## src/hw/rtl/hmre_pkg.sv

```systemverilog
// Shared types and constants for the mouse report event decoder.
package hmre_pkg;

  localparam int unsigned NumButtons = 5;
  localparam int unsigned NumSlots   = 15;
  localparam int unsigned SlotW      = $clog2(NumSlots);

  localparam logic [7:0] ReportIdReset = 8'h01;

  // Fixed event order within one report.
  localparam logic [SlotW-1:0] SlotWheel     = SlotW'(0);
  localparam logic [SlotW-1:0] SlotWheelSync = SlotW'(1);
  localparam logic [SlotW-1:0] SlotX         = SlotW'(2);
  localparam logic [SlotW-1:0] SlotY         = SlotW'(3);
  localparam logic [SlotW-1:0] SlotMotSync   = SlotW'(4);
  localparam logic [SlotW-1:0] SlotBtnBase   = SlotW'(5);

  typedef enum logic [1:0] {
    EVT_SYNC = 2'd0,
    EVT_KEY  = 2'd1,
    EVT_REL  = 2'd2
  } evt_type_e;

  typedef enum logic [2:0] {
    REL_CODE_X     = 3'd0,
    REL_CODE_Y     = 3'd1,
    REL_CODE_WHEEL = 3'd2
  } rel_code_e;

  localparam logic [2:0] SyncCode = 3'd0;

  // One decoded report: which event slots fire, plus their payloads.
  typedef struct packed {
    logic [NumSlots-1:0]   mask;
    logic [15:0]           dx;
    logic [15:0]           dy;
    logic [15:0]           wheel;
    logic [NumButtons-1:0] press;
  } ev_slots_t;

endpackage

```

## src/hw/rtl/hid_mouse_report_to_events_unit.sv

```systemverilog
// Top level: mouse report in, stream of input events out.
//
// Usage notes
// - Slave stream (s_axis_*): one seven-byte mouse report per transaction; the
//   valid flag of the transfer rides in tuser. Invalid reports and reports whose
//   ID byte differs from the configured ID are consumed and produce nothing.
// - Master stream (m_axis_*): one event per transaction, event type in tuser,
//   code and value in tdata, tlast on the final event of a report.
// - Config channel (cfg_*): writes the expected report ID; always ready. Write
//   it only while the block is idle.
// - Path: the first event of a report moves from the pending slot register
//   to the output register on its way out. A report yields 0 to 15 events,
//   drained one per cycle while the master side is ready.
// - Throughput: a report producing events holds the pending slot register
//   until its last event moves to the output register; the next report is
//   taken in that cycle, so reports with no events are taken every cycle.
// - Stall: when m_axis_tready is low the output register holds its event and
//   the pending slots wait; s_axis_tready drops once slots remain.
// - Reset: no events pending, all buttons released, report ID back to 1.
module hid_mouse_report_to_events_unit (
  input  logic        clk_i,
  input  logic        rst_ni,
  // report stream
  input  logic        s_axis_tvalid,
  output logic        s_axis_tready,
  // tdata: report_id, button_mask, dx_low, dx_high, dy_low, dy_high, wheel_byte
  input  logic [55:0] s_axis_tdata,
  // tuser: report_valid
  input  logic        s_axis_tuser,
  // event stream
  output logic        m_axis_tvalid,
  input  logic        m_axis_tready,
  // tdata: event_code [2:0], event_value [18:3], zero pad [23:19]
  output logic [23:0] m_axis_tdata,
  // tuser: event_type
  output logic [1:0]  m_axis_tuser,
  output logic        m_axis_tlast,
  // config write
  input  logic        cfg_valid_i,
  output logic        cfg_ready_o,
  input  logic [7:0]  cfg_data_i
);
  import hmre_pkg::*;

  logic [7:0]            exp_id_q;
  logic [NumButtons-1:0] held_q, held_d;
  ev_slots_t             slots_d;
  ev_slots_t             pend_q;

  logic                  in_acc;
  logic                  out_load;
  logic                  pop;
  logic [NumSlots-1:0]   sel_hot;
  logic [NumSlots-1:0]   rem;
  logic [SlotW-1:0]      sel_idx;
  logic [SlotW-1:0]      btn_off;
  logic [2:0]            btn;

  evt_type_e             ev_type;
  logic [2:0]            ev_code;
  logic [15:0]           ev_value;

  logic                  out_valid_q;
  evt_type_e             out_type_q;
  logic [2:0]            out_code_q;
  logic [15:0]           out_value_q;
  logic                  out_last_q;

  // Config register.
  assign cfg_ready_o = 1'b1;

  always_ff @(posedge clk_i or negedge rst_ni) begin
    if (!rst_ni) begin
      exp_id_q <= ReportIdReset;
    end else if (cfg_valid_i) begin
      exp_id_q <= cfg_data_i;
    end
  end

  hmre_decode u_decode (
    .valid_i       (s_axis_tuser),
    .report_id_i   (s_axis_tdata[7:0]),
    .expected_id_i (exp_id_q),
    .button_mask_i (s_axis_tdata[15:8]),
    .dx_i          (s_axis_tdata[31:16]),
    .dy_i          (s_axis_tdata[47:32]),
    .wheel_i       (s_axis_tdata[55:48]),
    .held_i        (held_q),
    .slots_o       (slots_d),
    .held_o        (held_d)
  );

  // Next event: lowest pending slot, moved out whenever the output register is free.
  assign out_load = !out_valid_q || m_axis_tready;
  assign pop      = out_load && (pend_q.mask != '0);
  assign sel_hot  = pend_q.mask & (~pend_q.mask + NumSlots'(1));
  assign rem      = pend_q.mask & ~sel_hot;

  always_comb begin
    sel_idx = '0;
    for (int s = 0; s < NumSlots; s++) begin
      if (sel_hot[s]) sel_idx = sel_idx | SlotW'(s);
    end
  end

  // A new report may enter once the slot register is empty or drains this cycle.
  assign s_axis_tready = (pend_q.mask == '0) || (pop && (rem == '0));
  assign in_acc        = s_axis_tvalid && s_axis_tready;

  // Button slots come in key/sync pairs.
  assign btn_off = sel_idx - SlotBtnBase;
  assign btn     = 3'(btn_off[SlotW-1:1]);

  always_comb begin
    ev_type  = EVT_SYNC;
    ev_code  = SyncCode;
    ev_value = '0;
    priority if (sel_idx == SlotWheel) begin
      ev_type  = EVT_REL;
      ev_code  = REL_CODE_WHEEL;
      ev_value = pend_q.wheel;
    end else if (sel_idx == SlotX) begin
      ev_type  = EVT_REL;
      ev_code  = REL_CODE_X;
      ev_value = pend_q.dx;
    end else if (sel_idx == SlotY) begin
      ev_type  = EVT_REL;
      ev_code  = REL_CODE_Y;
      ev_value = pend_q.dy;
    end else if (sel_idx >= SlotBtnBase && !btn_off[0]) begin
      ev_type  = EVT_KEY;
      ev_code  = btn;
      ev_value = {15'd0, pend_q.press[btn]};
    end else begin
      ev_type  = EVT_SYNC;
    end
  end

  // Pending slot register and button state.
  always_ff @(posedge clk_i or negedge rst_ni) begin
    if (!rst_ni) begin
      pend_q <= '0;
      held_q <= '0;
    end else if (in_acc) begin
      pend_q <= slots_d;
      held_q <= held_d;
    end else if (pop) begin
      pend_q.mask <= rem;
    end
  end

  // Output register.
  always_ff @(posedge clk_i or negedge rst_ni) begin
    if (!rst_ni) begin
      out_valid_q <= 1'b0;
    end else if (out_load) begin
      out_valid_q <= pop;
    end
  end

  always_ff @(posedge clk_i) begin
    if (pop) begin
      out_type_q  <= ev_type;
      out_code_q  <= ev_code;
      out_value_q <= ev_value;
      out_last_q  <= (rem == '0);
    end
  end

  assign m_axis_tvalid = out_valid_q;
  assign m_axis_tuser  = out_type_q;
  assign m_axis_tdata  = {5'd0, out_value_q, out_code_q};
  assign m_axis_tlast  = out_last_q;

`ifndef ASSERT_OFF
  // Whenever events are pending, the output register holds a valid event next cycle.
  assert property (@(posedge clk_i) disable iff (!rst_ni)
    (pend_q.mask != '0) |=> m_axis_tvalid)
    else $error("pending events but output register empty");

  // Button state only moves when a report is taken.
  assert property (@(posedge clk_i) disable iff (!rst_ni)
    !in_acc |=> $stable(held_q))
    else $error("button state changed without a report");

  // Sync events carry code 0 and value 0.
  assert property (@(posedge clk_i) disable iff (!rst_ni)
    (m_axis_tvalid && m_axis_tuser == EVT_SYNC) |->
      (m_axis_tdata[18:0] == 19'd0))
    else $error("sync event with nonzero payload");

  // A report is only taken once the slot register has been drained.
  assert property (@(posedge clk_i) disable iff (!rst_ni)
    in_acc |-> (rem == '0))
    else $error("report accepted over pending events");
`endif

endmodule

```

## src/hw/rtl/hmre_decode.sv

```systemverilog
// Report decoder: checks the report, builds the event slot set and next button state.
module hmre_decode (
  input  logic                           valid_i,
  input  logic [7:0]                     report_id_i,
  input  logic [7:0]                     expected_id_i,
  input  logic [7:0]                     button_mask_i,
  input  logic [15:0]                    dx_i,
  input  logic [15:0]                    dy_i,
  input  logic [7:0]                     wheel_i,
  input  logic [hmre_pkg::NumButtons-1:0] held_i,
  output hmre_pkg::ev_slots_t            slots_o,
  output logic [hmre_pkg::NumButtons-1:0] held_o
);
  import hmre_pkg::*;

  logic                  take;
  logic [NumButtons-1:0] pressed;
  logic [NumButtons-1:0] change;

  assign take    = valid_i && (report_id_i == expected_id_i);
  assign pressed = button_mask_i[NumButtons-1:0];
  assign change  = pressed ^ held_i;

  always_comb begin
    slots_o       = '0;
    slots_o.dx    = dx_i;
    slots_o.dy    = dy_i;
    slots_o.wheel = {{8{wheel_i[7]}}, wheel_i};
    slots_o.press = pressed;
    if (take) begin
      slots_o.mask[SlotWheel]     = (wheel_i != 8'd0);
      slots_o.mask[SlotWheelSync] = (wheel_i != 8'd0);
      slots_o.mask[SlotX]         = (dx_i != 16'd0);
      slots_o.mask[SlotY]         = (dy_i != 16'd0);
      slots_o.mask[SlotMotSync]   = (dx_i != 16'd0) || (dy_i != 16'd0);
      for (int b = 0; b < NumButtons; b++) begin
        slots_o.mask[int'(SlotBtnBase) + 2*b]     = change[b];
        slots_o.mask[int'(SlotBtnBase) + 2*b + 1] = change[b];
      end
    end
  end

  // Every differing button gets its event, so the held state ends at the new mask.
  assign held_o = take ? pressed : held_i;

endmodule
```

## config.mk

```make
export PLATFORM = sky130hd
export DESIGN_NAME = hid_mouse_report_to_events_unit
export DESIGN_NICKNAME = d
export VERILOG_FILES = /design/src/hw/rtl/hmre_pkg.sv /design/src/hw/rtl/hid_mouse_report_to_events_unit.sv /design/src/hw/rtl/hmre_decode.sv
export SDC_FILE = /design/constraint.sdc
export NUM_CORES = 1
export LEC_CHECK = 0
export ABC_AREA = 1
export BUFFER_PORTS_ARGS = -buffer_cell sky130_fd_sc_hd__buf_4
export CAP_MARGIN = 20
export CELL_PAD_IN_SITES_DETAIL_PLACEMENT = 0
export CELL_PAD_IN_SITES_GLOBAL_PLACEMENT = 2
export CORE_MARGIN = 2
export CORE_UTILIZATION = 35
export CTS_CLUSTER_DIAMETER = 30
export CTS_CLUSTER_SIZE = 8
export DETAILED_ROUTE_END_ITERATION = 8
export GPL_ROUTABILITY_DRIVEN = 0
export MAX_ROUTING_LAYER = met4
export PLACE_DENSITY_LB_ADDON = 0.1
export SLEW_MARGIN = 20
export SYNTH_ARGS = -nofsm -noshare
export SYNTH_HDL_FRONTEND = slang
export SYNTH_SLANG_ARGS = --single-unit
```

## constraint.sdc

```tcl
create_clock -name clk_i -period 4 [get_ports clk_i]
set_clock_uncertainty 0.2 [all_clocks]
set_input_delay 0 -clock clk_i [delete_from_list [all_inputs] [get_ports clk_i]]
set_output_delay 0 -clock clk_i [all_outputs]
set_load 0.03 [all_outputs]
```

* After elaboration in Yosys (flattened, before gate mapping)
Cells that the tools add are included.
Widths: inputs -> output; s select.
** Cells by class
- Add/sub/neg operators :: 2
- Muxes and demuxes :: 27
- Equality and inequality tests :: 3
- Reduce and logical (&&, ||, !) cells :: 22
- Magnitude comparators :: 2
- Bitwise operators :: 6
** Operator list (count)
- $mux 16 :: 3
- $mux 15 :: 3
- $reduce_bool 16->1 :: 2
- $and 15x15->15 :: 2
- $logic_not 15->1 :: 2
- $not 15->15 :: 2
- $mux 4 :: 7
- $add 15x1->15 const B :: 1
- $reduce_bool 15->1 :: 1
- $mux 3 :: 4
- $mux 2 :: 5
- $eq 4x2->1 const B :: 2
- $eq 8x8->1 :: 1
- $reduce_bool 8->1 :: 1
- $logic_and 1x1->1 :: 5
- $xor 5x5->5 :: 1
- $ge 4x3->1 const B :: 1
- $logic_not 4->1 :: 1
- $lt 3x4->1 const B :: 1
- $mux 1 :: 4
- $reduce_or 4->1 :: 1
- $sub 4x3->4 const B :: 1
- $bmux 1 s3 :: 1
- $logic_or 1x1->1 :: 3
- other kinds (6) :: 7
** Storage, ports and cells
- Logic and storage cells :: 76
- Output and inout port bits :: 30
- Input bits :: 70
- Register bits after elaboration :: 96

* Longest topological paths before layout
- Word-level depth :: 24
- Gate-level depth with buffers :: 20
- Mapped depth without buffers :: 19

* By module
A second synthesis with hierarchy kept.
** Second synthesis, totals
- Cells, all modules :: 797
- Area total of the unflattened synthesis :: 6069.6 µm²
** Modules (own cells, without submodules)
- hid_mouse_report_to_events_unit :: times used 1, area each 5119.9 µm², cells an instance 627, seq. area each 2713.9 µm²
- hmre_decode :: times used 1, area each 949.7 µm², cells an instance 170, seq. area each 0.0 µm²

* Least setup slack after synthesis
OpenSTA, ideal clock, no wires.
- Path kind :: flip-flop to flip-flop
- Start point :: register pend_q[55] in the netlist's numbering
- End point :: register pend_q[55] in the netlist's numbering
- Library setup time :: 0.117 ns
- Stages on the path, launching flop included :: 13
- Data arrival time :: 2.410 ns
- Path slack :: 1.273 ns
- Path buffers :: 1
- Path through :: dfrtp_1 nor2_4 nand2_2 nor2_1 nand2_1 nor2_1 nor2_1 inv_1 nand2_1 inv_1 buf_2 nand2_1 nand2_1
** Between the ends
- Elaborated cells on any way between the ends :: 15
** RTL lines
- start, declared :: line hid_mouse_report_to_events_unit.sv:48 : ev_slots_t pend_q;
- start signal, assigned :: line hid_mouse_report_to_events_unit.sv:145 : pend_q <= slots_d;
- $reduce_bool 15->1 (*) :: line hid_mouse_report_to_events_unit.sv:95 : assign pop = out_load && (pend_q.mask != '0);
- $logic_and 1x1->1 (*) :: line hid_mouse_report_to_events_unit.sv:95
- via pop :: line hid_mouse_report_to_events_unit.sv:52 : logic pop;
- $logic_and 1x1->1 :: line hid_mouse_report_to_events_unit.sv:107 : assign s_axis_tready = (pend_q.mask == '0) || (pop && (rem == '0));
- $logic_or 1x1->1 :: line hid_mouse_report_to_events_unit.sv:107
- $logic_and 1x1->1 :: line hid_mouse_report_to_events_unit.sv:108 : assign in_acc = s_axis_tvalid && s_axis_tready;
- $mux 15 / $reduce_bool 2->1 (equally long branches)
The timed path passes the listed nets; every way through them passes the cells marked *. The select of a mux whose other input is x is not followed.
A chain may end at the register's enable or synchronous reset.

* Worst setup path in the final report
- Start point :: register pend_q[60] in the netlist's numbering
- End point :: register out_value_q[7] (data pin)
** Between the ends
- Longest elaborated chain between the ends :: 15
- Elaborated cells on any way between the ends :: 17
** RTL lines
- $not 15->15 :: line hid_mouse_report_to_events_unit.sv:96 : assign sel_hot = pend_q.mask & (~pend_q.mask + NumSlots'(1));
- $add 15x1->15 :: line hid_mouse_report_to_events_unit.sv:96
- $and 15x15->15 (*) :: line hid_mouse_report_to_events_unit.sv:96
- $mux 3 :: line hid_mouse_report_to_events_unit.sv:102 : if (sel_hot[s]) sel_idx = sel_idx | SlotW'(s);
- $mux 4 (6 in a row) :: line hid_mouse_report_to_events_unit.sv:102
- $mux 4 (*) :: line hid_mouse_report_to_events_unit.sv:102
- $eq 4x2->1 :: line hid_mouse_report_to_events_unit.sv:126 : end else if (sel_idx == SlotY) begin
- $mux 16 :: line hid_mouse_report_to_events_unit.sv:126
- $mux 16 :: line hid_mouse_report_to_events_unit.sv:122 : end else if (sel_idx == SlotX) begin
- $mux 16 (*) :: line hid_mouse_report_to_events_unit.sv:118 : priority if (sel_idx == SlotWheel) begin
- via ev_value[7] :: line hid_mouse_report_to_events_unit.sv:61 : logic [15:0] ev_value;
- end signal, assigned :: line hid_mouse_report_to_events_unit.sv:165 : out_value_q <= ev_value;
- end, declared :: line hid_mouse_report_to_events_unit.sv:66 : logic [15:0] out_value_q;
The timed path passes the listed nets; every way through them passes the cells marked *.

==> metrics <==
Core Area 14500 µm²; switching fraction of total power 42.9%; Final Hold Violating Endpoints 0; Detailed Place HPWL 9.67 mm; Post-synth EDFFs 22; final worst path period need 3.06 ns; DIE WIDTH 126 µm; Total Routing Usage GR 18.2%; starting density of the core 35.9%; final setup violation count 0; layout cells sized above 1 24.1%; Register Area 2510 µm²; Final period util 76.6%; Final Slew Violations 0; startpoint types flip-flop; top_reg_cell synth dfrtp_1; arrival time at the worst endpoint 2.95 ns; number of I/O port buffers 90; DR DRC count 0; GRT overflow 0; Clock power frac 18.6%; fillers 1449; Area contributors post-synth dfrtp_1 35%, nand2_1 14%, edfxtp_1 13%; Final nets 862; Worst Setup End Kind flip-flop; Critical R2R Capture out_value_q[7]; DRT Pass-1 Iters 4; vias per cell 4.59; Die H 126 µm; Final Util 48.3%; CTS root buf clkbuf_16; Critical Path End out_value_q[7]; die area 15900 µm²; worst vdd ir 0.235 mV; CTS buffer count 9; DP Worst Slack 0.942 ns; I/O pins 100; area grow syn2layout 34.7%; RSZ-0062 raised after global routing false; Register-to-Register Path Depth 12; number of global-route vias before repair 4385; # H-tree levels 3; worst hold-check path type in2reg; clock tree buffer depth 2; #FFs+latches synth 96; number of diodes 0; number of routed nets with antenna violations 0; run status completed; Routed WL 13.7 mm; Setup WS post-layout 0.936 ns; clock-pin slew on the worst setup and hold paths 0.07 ns; largest net degree at the start of global routing 81; P_sw 2.06 mW; post-synth cell types 40; Ys Warns 0; hold_ws 0.0344 ns; Post-Syn Area 5210 µm²; via count 4472; row count 44; Worst Setup SP pend_q[60]; first-pass GRT wire length 22.1 mm; FFs w/ async S/R, synth 77.1%; antenna violations before repair 0; Slew HR 45.8%; Clk Latency, worst-skew pair 0.34 ns; fmax 326 MHz; Fin Setup TNS 0 ns; cell internal pwr 2.75 mW; drt wl/cell 14.0 µm; RR Startpoint pend_q[60]; Synth Instances 628; DP Area 6000 µm²; Synth top area share 35.0%; Worst EP required 3.89 ns; CP Max Fanout 25; footprint of the multi-input gates 2240 µm²; Worst Path Class, Setup reg2reg; worst-margin pin slew 0.813 ns; register area share after synthesis 48.2%; commonest non-fill, non-tap cells in the layout 193 x nand2_1, 96 x buf_4, 73 x inv_1, 73 x dfrtp_1, 71 x dlygate4sd3_1; Pwr Density 686 nW/µm²; Syn Area/Cell 8.30 µm²; most common cell after layout, fill and taps aside nand2_1; initial drt markers 268; Num Clock Sinks 96; CTS tree built; final instance area 7020 µm²; Leakage 3.55 nW; Worst R2R Setup Slack 0.94 ns; Gate power share 46.7%; post-synth top area cell dfrtp_1; Post-CTS Resized 0; Seq pwr share 34.7%; Max Cap Viol 0
## power groups by stage
stage                     sequential, mW  combinational, mW  clock, mW
after floorplan                     1.88               1.40          0
after global placement              1.68               2.21          0
after detailed placement            1.69               2.23          0
after CTS                           1.67               2.29      0.928
after global routing                1.71               2.50      0.970
final                               1.67               2.25      0.897
## layer usage
layer  up-vias  GRT usage [%]  wire length (µm)
met5         -              -                 0
met1      2045           25.4              6690
met3        15           3.40               545
li1       2306              -                 -
met2       106           27.2              6270
met4         0           5.56               188
## final cells by class
type | instances | area share [%]
Multi-Input combinational cell | 435 | 31.9
Clock inverter | 5 | 0.891
Inverter | 76 | 4.13
Sequential cell | 96 | 35.8
Clock buffer | 11 | 3.46
Tap cell | 184 | 3.28
Timing Repair Buffer | 168 | 20.5
## critical path, stage by stage (launching register included)
cell	delay, ns
dfrtp_1	0.43
nor2_2	0.18
nand2_1	0.14
nor2_4	0.22
nand4_1	0.20
nand2_1	0.22
inv_1	0.13
ha_1	0.20
nand3_1	0.08
buf_4	0.28
inv_1	0.11
nand2_1	0.31
nand2_1	0.11
## logic make-up (layout without fill, tap and decap cells)
group           Yosys count  count (layout)  share of synthesized area (%)
buf+inv                 101             260                           9.17
mux                       5               5                           1.03
xor+xnor                  8               8                           1.34
fa+ha+maj                 6               6                           1.44
flops                    96              96                           48.2
other cells               2               6                          0.144
compound gates           85              85                           11.2
simple gates            325             325                           27.5
## flip-flops by register name, summed over array words and instances, names as in the netlist
signal,count
out_code_q,3
held_q,5
m_axis_tvalid,1
out_value_q,16
pend_q,60
m_axis_tuser,2
exp_id_q,8
m_axis_tlast,1
## worst min path at each step
stage,start,endpoint,slack (ns),cells after the start
2_1_floorplan,rst_ni,exp_id_q[1],-0.50,0
3_3_place_gp,cfg_data_i[5],exp_id_q[5],0.01,3
3_5_place_dp,cfg_data_i[0],exp_id_q[0],0.01,3
4_1_cts,s_axis_tdata[6],held_q[0],0.02,6
5_1_grt,s_axis_tdata[6],held_q[4],0.06,6
6_report,s_axis_tdata[4],held_q[0],0.03,6
## synth_stat cells, types with 2 or more instances
master / n
o21ai_2: 35
nand3_1: 39
conb_1: 2
buf_6: 9
nor2_1: 35
nand4_1: 11
a21oi_1: 9
dfrtp_1: 73
ha_1: 6
o22ai_1: 2
nand2_2: 28
buf_4: 7
clkbuf_1: 7
edfxtp_1: 22
nor4_1: 2
nor3_1: 4
nand2_1: 193
buf_2: 2
mux2_2: 3
inv_1: 73
mux2i_1: 2
nor2_4: 3
xnor2_1: 7
a31oi_1: 6
o21ai_1: 8
nor2_2: 4
o21ai_0: 23
## what timing repair did
item | in CTS | in global routing
hold buffers | 71 | 0
endpoints found under the hold margin | 147 | 0
buffers inserted | 0 | 0
## through the flow
| stage | std cells | power, mW |
|---|---|---|
| finish | 975 | 4.81 |
| CTS | 975 | 4.89 |
| global placement | 888 | 3.89 |
| detailed placement | 888 | 3.92 |
| global route | 975 | 5.19 |
| floorplan | 632 | 3.28 |
Power figures use the tool's default switching activity.
